**src/design/hmmfs_pkg.sv**
```systemverilog
// hmmfs_pkg: sizes, opcodes and shared structs of the scaled hmm forward block
// used by hmmfs_cell and hmm_forward_scaled_top; no dependencies
package hmmfs_pkg;

  localparam int NUM_STATES  = 8;
  localparam int NUM_SYMBOLS = 16;
  localparam int LOG_N       = $clog2(NUM_STATES);
  localparam int LOG_SYM     = $clog2(NUM_SYMBOLS);
  localparam int PROB_W      = 16;
  localparam int COL_W       = 8;
  localparam int ROW_W       = 6;
  localparam int QUO_W       = 16;
  localparam logic [PROB_W-1:0] ONE_Q15 = 16'd32768;

  // accumulator holds up to NUM_STATES * 2^30
  localparam int ACC_W = 31 + LOG_N;
  localparam int P_W   = ACC_W - 15;
  localparam int U_W   = P_W;
  localparam int S_W   = U_W + LOG_N;
  localparam int REM_W = S_W + 1;
  localparam int CNT_W = (LOG_N > 4) ? LOG_N : 4;

  typedef enum logic [1:0] {
    OP_LOAD_TRANS = 2'd0,
    OP_LOAD_EMIT  = 2'd1,
    OP_LOAD_INIT  = 2'd2,
    OP_OBSERVE    = 2'd3
  } op_e;

  // sequencing controls broadcast to every cell
  typedef struct packed {
    logic               clear;
    logic               mac;
    logic               mul;
    logic               rot_u;
    logic               div;
    logic               div_first;
    logic               div_last;
    logic               first;
    logic               sym_ok;
    logic [LOG_SYM-1:0] sym;
    logic [S_W-1:0]     scale;
    logic               scale_zero;
  } ctrl_t;

  // table load word broadcast to every cell
  typedef struct packed {
    logic              trans_we;
    logic              emit_we;
    logic              init_we;
    logic [ROW_W-1:0]  row;
    logic [COL_W-1:0]  col;
    logic [PROB_W-1:0] val;
  } ld_t;

endpackage

```
**src/design/hmmfs_cell.sv**
```systemverilog
// hmmfs_cell: one state of the forward pass, with its transition column,
// emission row, initial entry, alpha and serial divider; uses hmmfs_pkg
module hmmfs_cell (
  input  logic                          clk_i,
  input  logic [hmmfs_pkg::LOG_N-1:0]   cell_id_i,
  input  hmmfs_pkg::ctrl_t              ctrl_i,
  input  hmmfs_pkg::ld_t                ld_i,
  input  logic [hmmfs_pkg::PROB_W-1:0]  alpha_nb_i,
  input  logic [hmmfs_pkg::U_W-1:0]     u_nb_i,
  output logic [hmmfs_pkg::PROB_W-1:0]  alpha_o,
  output logic [hmmfs_pkg::U_W-1:0]     u_o
);

  logic [hmmfs_pkg::PROB_W-1:0] trans_q [hmmfs_pkg::NUM_STATES];
  logic [hmmfs_pkg::PROB_W-1:0] emit_q  [hmmfs_pkg::NUM_SYMBOLS];
  logic [hmmfs_pkg::PROB_W-1:0] init_q;
  logic [hmmfs_pkg::PROB_W-1:0] alpha_q;
  logic [hmmfs_pkg::U_W-1:0]    u_q;
  logic [hmmfs_pkg::ACC_W-1:0]  acc_q;
  logic [hmmfs_pkg::LOG_N-1:0]  idx_q;
  logic [hmmfs_pkg::REM_W-1:0]  rem_q;
  logic [hmmfs_pkg::QUO_W-1:0]  quo_q;

  logic [2*hmmfs_pkg::PROB_W-1:0]       prod;
  logic [hmmfs_pkg::P_W-1:0]            p_sel;
  logic [hmmfs_pkg::PROB_W-1:0]         e_sel;
  logic [hmmfs_pkg::P_W+hmmfs_pkg::PROB_W-1:0] pe;
  logic [hmmfs_pkg::REM_W-1:0]          cur;
  logic                                 ge;
  logic [hmmfs_pkg::REM_W-1:0]          rem_d;
  logic [hmmfs_pkg::QUO_W-1:0]          quo_d;
  logic [hmmfs_pkg::LOG_N-1:0]          idx_d;

  // multiply-accumulate operand: alpha held in the cell, rotated in from the neighbor each step, times transition entry
  assign prod = {16'd0, alpha_q} * {16'd0, trans_q[idx_q]};
  assign idx_d = (idx_q == hmmfs_pkg::LOG_N'(hmmfs_pkg::NUM_STATES - 1))
               ? '0 : idx_q + 1'b1;

  // emission step
  assign p_sel = ctrl_i.first ? hmmfs_pkg::P_W'(init_q)
                              : acc_q[hmmfs_pkg::ACC_W-1:15];
  assign e_sel = ctrl_i.sym_ok ? emit_q[ctrl_i.sym] : '0;
  assign pe    = {{hmmfs_pkg::PROB_W{1'b0}}, p_sel}
               * {{hmmfs_pkg::P_W{1'b0}}, e_sel};

  // restoring divider, one quotient bit per cycle
  assign cur   = ctrl_i.div_first ? hmmfs_pkg::REM_W'(u_q)
                                  : {rem_q[hmmfs_pkg::REM_W-2:0], 1'b0};
  assign ge    = cur >= hmmfs_pkg::REM_W'(ctrl_i.scale);
  assign rem_d = ge ? cur - hmmfs_pkg::REM_W'(ctrl_i.scale) : cur;
  assign quo_d = {quo_q[hmmfs_pkg::QUO_W-2:0], ge};

  // table loads
  always_ff @(posedge clk_i) begin
    if (ld_i.trans_we && ld_i.col[hmmfs_pkg::LOG_N-1:0] == cell_id_i) begin
      trans_q[ld_i.row[hmmfs_pkg::LOG_N-1:0]] <= ld_i.val;
    end
    if (ld_i.emit_we && ld_i.row[hmmfs_pkg::LOG_N-1:0] == cell_id_i) begin
      emit_q[ld_i.col[hmmfs_pkg::LOG_SYM-1:0]] <= ld_i.val;
    end
    if (ld_i.init_we && ld_i.row[hmmfs_pkg::LOG_N-1:0] == cell_id_i) begin
      init_q <= ld_i.val;
    end
  end

  // datapath: accumulate, rotate, multiply, divide
  always_ff @(posedge clk_i) begin
    if (ctrl_i.clear) begin
      acc_q <= '0;
      idx_q <= cell_id_i;
    end else if (ctrl_i.mac) begin
      acc_q   <= acc_q + hmmfs_pkg::ACC_W'(prod);
      idx_q   <= idx_d;
      alpha_q <= alpha_nb_i;
    end
    if (ctrl_i.mul) begin
      u_q <= pe[hmmfs_pkg::U_W+14:15];
    end else if (ctrl_i.rot_u) begin
      u_q <= u_nb_i;
    end
    if (ctrl_i.div) begin
      rem_q <= rem_d;
      quo_q <= quo_d;
    end
    if (ctrl_i.div_last) begin
      alpha_q <= ctrl_i.scale_zero ? '0 : quo_d;
    end
  end

  assign alpha_o = alpha_q;
  assign u_o     = u_q;

endmodule

```
**config.mk**
```make
export PLATFORM = sky130hd
export DESIGN_NAME = hmmfs_cell
export DESIGN_NICKNAME = d
export VERILOG_FILES = /design/src/design/hmmfs_pkg.sv /design/src/design/hmmfs_cell.sv
export SDC_FILE = /design/constraint.sdc
export NUM_CORES = 2
export LEC_CHECK = 0
export ABC_AREA = 1
export BUFFER_PORTS_ARGS = -buffer_cell sky130_fd_sc_hd__buf_2
export CAP_MARGIN = 20
export CELL_PAD_IN_SITES_DETAIL_PLACEMENT = 1
export CELL_PAD_IN_SITES_GLOBAL_PLACEMENT = 1
export CORE_UTILIZATION = 50
export CTS_CLUSTER_DIAMETER = 200
export DETAILED_ROUTE_END_ITERATION = 6
export GPL_ROUTABILITY_DRIVEN = 1
export PLACE_DENSITY = 0.93
export SYNTH_ARGS = -nofsm -noshare
export SYNTH_HDL_FRONTEND = slang
export SYNTH_SLANG_ARGS = --single-unit
```
**constraint.sdc**
```tcl
create_clock -name clk_i -period 8.8 [get_ports clk_i]
set_input_delay 0 -clock clk_i [delete_from_list [all_inputs] [get_ports clk_i]]
set_output_delay 0 -clock clk_i [all_outputs]
set_load 0.01 [all_outputs]
```
==> results of run 1 <==
==> layer usage <==
layer	track usage [%]	GRT overflow
met1	58.5	1
met3	43.4	3
met5	22.9	1
met2	76.3	33
met4	54.9	36
==> synth_stat cells, drive strengths merged, types with 9 or more instances <==
master | number | share of area [%]
o211ai | 20 | 0.37
edfxtp | 475 | 35
nand3 | 87 | 1.1
inv | 842 | 7.8
xor2 | 11 | 0.24
fa | 461 | 23
nor2 | 485 | 4.5
or2 | 9 | 0.14
clkbuf | 84 | 0.78
o21ai | 285 | 3.5
a21oi | 111 | 1.4
nor3 | 17 | 0.21
o221ai | 69 | 1.5
buf | 65 | 0.93
ha | 231 | 7.2
dfxtp | 37 | 1.8
mux2i | 32 | 0.79
xnor2 | 22 | 0.48
o22ai | 34 | 0.53
a31oi | 20 | 0.31
nand2 | 777 | 7.3
==> cells by family after synthesis <==
| group | count (synthesis) |
|---|---|
| mux | 32 |
| xor+xnor | 33 |
| buf+inv | 998 |
| simple gates | 1390 |
| fa+ha+maj | 692 |
| flops | 512 |
| compound gates | 575 |
==> through the flow <==
stage | hold WS, ns | setup slack (ns) | util (%)
global placement | 0.278 | 1.17 | 53.1
floorplan | 0.0989 | 2.48 | -
detailed placement | 0.282 | 0.701 | 53.1
CTS | 0.00431 | 0.120 | 56.6
==> timing repair <==
item                                   CTS
endpoints found under the hold margin  474
setup endpoints to repair                0
hold buffers                           100
==> flow_summary.json, run 1 <==
{
  "ys_ff_latch": 512,
  "synth_mux_area_share_pct": 0.793,
  "worst_endpoint_kind": "sequential cell input",
  "cts_max_level": 2,
  "ys.flop_type": "edfxtp_1",
  "clock_sink_count": 512,
  "dpl_cell_area_um2": 42300,
  "clockBufferDepth": 3,
  "status": "stopped before the end",
  "synth_edf_count": 475,
  "initial_core_util_pct": 50.8,
  "synth_cells": 4232,
  "hpwl_um": 104000,
  "async_flop_share_pct": 0,
  "synth-simple-area-share_pct": 13.5,
  "cts_buffers": 53,
  "failed_stage": "5_1_grt",
  "grt_overflow": 74,
  "clock-root-buffer": "clkbuf_16",
  "cts.repair.resized": 0,
  "grt_max_degree": 89,
  "syn_avg_cell_area_um2": 9.55,
  "post_cts_buffers": 0,
  "synth_top_family_by_area": "adder cells",
  "numPortBuffers": 135,
  "ys_seq_area_share_pct": 37.1,
  "ioPinCount": 143,
  "synth-compound-area-share_pct": 8.31,
  "place.gp.congestion": 0.937,
  "grt-worst-endpoint": "u_o[15]$_DFFE_PP_/D",
  "synth_cell_types": 46,
  "synth-xor-area-share_pct": 0.715,
  "die_w_um": 286,
  "tool.error": "[ERROR GRT-0232] Routing congestion too high. Check the congestion heatmap in the GUI.",
  "die_h_um": 286,
  "rows": 103,
  "ys_warn_count": 0,
  "synth_fa_ha_area_share_pct": 30.0,
  "netlist_area_um2": 40400,
  "grt_usage_pct": 58.8,
  "place_inst": 5336,
  "syn_nets": 5032
}
==> inputs of run 2 (changes only) <==
--- a/config.mk
+++ b/config.mk
@@ -8,13 +8,10 @@
 export ABC_AREA = 1
 export BUFFER_PORTS_ARGS = -buffer_cell sky130_fd_sc_hd__buf_2
 export CAP_MARGIN = 20
-export CELL_PAD_IN_SITES_DETAIL_PLACEMENT = 1
-export CELL_PAD_IN_SITES_GLOBAL_PLACEMENT = 1
-export CORE_UTILIZATION = 50
-export CTS_CLUSTER_DIAMETER = 200
+export CORE_UTILIZATION = 40
 export DETAILED_ROUTE_END_ITERATION = 6
 export GPL_ROUTABILITY_DRIVEN = 1
-export PLACE_DENSITY = 0.93
+export PLACE_DENSITY_LB_ADDON = 0.15
 export SYNTH_ARGS = -nofsm -noshare
 export SYNTH_HDL_FRONTEND = slang
 export SYNTH_SLANG_ARGS = --single-unit
==> flow_summary.json, run 2 <==
{
  "finalSetupTns_ns": 0,
  "path_class": "reg2reg",
  "final_util_pct": 45.8,
  "synth-simple-area-share_pct": 13.5,
  "ys_ff_latch": 512,
  "rows": 116,
  "antenna_found_initial": 3,
  "clock_latency_ns": 0.70,
  "synth_cells": 4232,
  "yosysTopAreaCellShare_pct": 35.3,
  "synth_fa_ha_area_share_pct": 30.0,
  "drive_above_1_share_pct": 8.15,
  "critPathRequiredTime_ns": 9.17,
  "die_h_um": 320,
  "cp_data_arrival_time_ns": 8.04,
  "clockBufferDepth": 3,
  "place.gp.congestion": 0.897,
  "syn_nets": 5032,
  "netlist_area_um2": 40400,
  "tightestPinTransition_ns": 1.08,
  "grt_usage_pct": 22.7,
  "num-fill-cells": 9732,
  "grt_max_degree": 62,
  "synth_cell_types": 46,
  "synth_mux_area_share_pct": 0.793,
  "clkTransAtPathRegs_ns": 0.06,
  "fin_crit_ns": 7.68,
  "cts_tree": "yes",
  "period_share_pct": 87.2,
  "cts.repair.resized": 0,
  "drtAntennaViolNets": 0,
  "first_pass_iters": 7,
  "maxSlewViolCount": 0,
  "path_max_fanout": 14,
  "die_area_um2": 102000,
  "end_kind": "flip-flop",
  "status": "finished clean",
  "cts_max_level": 2,
  "initial_core_util_pct": 40.3,
  "slowest_delay_ns": 0.56,
  "synth-xor-area-share_pct": 0.715,
  "synth.largest_area_cell": "edfxtp_1",
  "largest_reg_flops": 256,
  "ys_warn_count": 0,
  "slew_headroom_pct": 28.1,
  "hold_viol": 0,
  "syn_avg_cell_area_um2": 9.55,
  "core_area_um2": 100000,
  "ioPinCount": 143,
  "synth.top_cells.by_count": "824 x inv_1, 769 x nand2_1, 483 x nor2_1, 475 x edfxtp_1, 461 x fa_1",
  "finalSetupViolations": 0,
  "hpwl_um": 83200,
  "synth_edf_count": 475,
  "ys_seq_area_share_pct": 37.1,
  "slowest_stage": "fa_1",
  "async_flop_share_pct": 0,
  "clock-root-buffer": "clkbuf_16",
  "syn2layout_area_growth_pct": 13.5,
  "yosysMostFrequentCell": "inv_1",
  "cp-start-kind": "flip-flop",
  "first_iter_violations": 2070,
  "synth_top_family_by_area": "adder cells",
  "die_w_um": 320,
  "grt_overflow": 0,
  "drc": 0,
  "drv_cap": 0,
  "routed_wl_um": 114000,
  "num_vias": 29594,
  "synth_area_leaders": "edfxtp_1 35%, fa_1 23%, inv_1 7.7%",
  "fin_area_um2": 45900,
  "layout_commonest_cell": "inv_1",
  "skew_ns": 0.0931,
  "rsz0062_at_grt": "false",
  "synth-compound-area-share_pct": 8.31,
  "grt_pass1_vias": 30293,
  "max_freq_mhz": 130,
  "nets": 5271,
  "hp-class": "in2reg",
  "wire_per_inst_um": 19.6,
  "dpl_cell_area_um2": 42800,
  "grt_pass1_wl_um": 178000,
  "vias_per_cell": 5.09,
  "clock_sink_count": 512,
  "numPortBuffers": 135,
  "ys.flop_type": "edfxtp_1",
  "cts_buffers": 56,
  "mostFrequentLayoutCells": "824 x inv_1, 769 x nand2_1, 475 x edfxtp_1"
}
==> run 2: cell counts after synthesis <==
Identical to the previous run, type by type.
==> run 2: cell type report <==
| cell class | instances | area [µm²] | share of cell area, % |
|---|---|---|---|
| tap | 1298 | 1620 | 3.54 |
| sequential | 512 | 15000 | 32.7 |
| clock inverter | 41 | 482 | 1.05 |
| antenna | 3 | 7.51 | 0.0164 |
| clock buffer | 63 | 1430 | 3.11 |
| inverter | 849 | 3190 | 6.95 |
| multi-input combinational | 2722 | 21600 | 47.1 |
| timing repair buffer | 330 | 2530 | 5.53 |
==> run 2: critical path, delay by kind of cell (launching register included) <==
family | cells | cell delay (ns)
AOI/OAI and AO/OA | 4 | 0.68
DFF | 1 | 0.33
buffers and inverters | 7 | 1.34
and+or+nand+nor | 11 | 1.54
adders and majority gates | 7 | 3.44
==> run 2: logic make-up (layout without fill, tap and decap cells) <==
kind of cell / Yosys count / count (layout)
compound gates: 575 / 575
xor+xnor: 33 / 33
fa+ha+maj: 692 / 692
buf+inv: 998 / 1283
flops: 512 / 512
mux: 32 / 32
other cells: 0 / 3
simple gates: 1390 / 1390
==> run 2: metal layers <==
layer / part of all wire (%) / vias to the layer above / GRT usage [%]
li1: - / 13960 / -
met1: 44 / 14822 / 30.4
met2: 49 / 656 / 38.9
met3: 4.4 / 154 / 2.27
met4: 2.7 / 2 / 6.58
met5: 0.0088 / - / 0
==> run 2: timing repair <==
action	in CTS	in global routing
buffers inserted	0	0
hold buffers	108	0
endpoints found under the hold margin	496	0
==> run 2: through the flow <==
stage,hold WS [ns],worst slack [ns],std cells
after CTS,0.0130,1.12,5812
after floorplan,0.0989,2.48,4232
final,0.0401,1.12,5818
after global routing,0.0752,0.588,5815
after global placement,0.281,0.992,5594
after detailed placement,0.277,0.945,5600
==> run 2: final timing paths <==
kind                           startpoint                    to  slack, ns  cells past startpoint
setup / recovery  emit_q[11][1]$_DFFE_PP_      u_o[9]$_DFFE_PP_       1.12                     29
hold / removal                  ctrl_i[0]  alpha_o[0]$_DFFE_PP_       0.04                      3
setup reg to reg  emit_q[11][1]$_DFFE_PP_      u_o[9]$_DFFE_PP_       1.12                     29
hold reg to reg        quo_q[0]$_DFFE_PP_    quo_q[1]$_DFFE_PP_       0.44                      0
Power of run 2 is not shown: default switching activity piles up to over one toggle a cycle in this logic, so the estimate is an artifact.
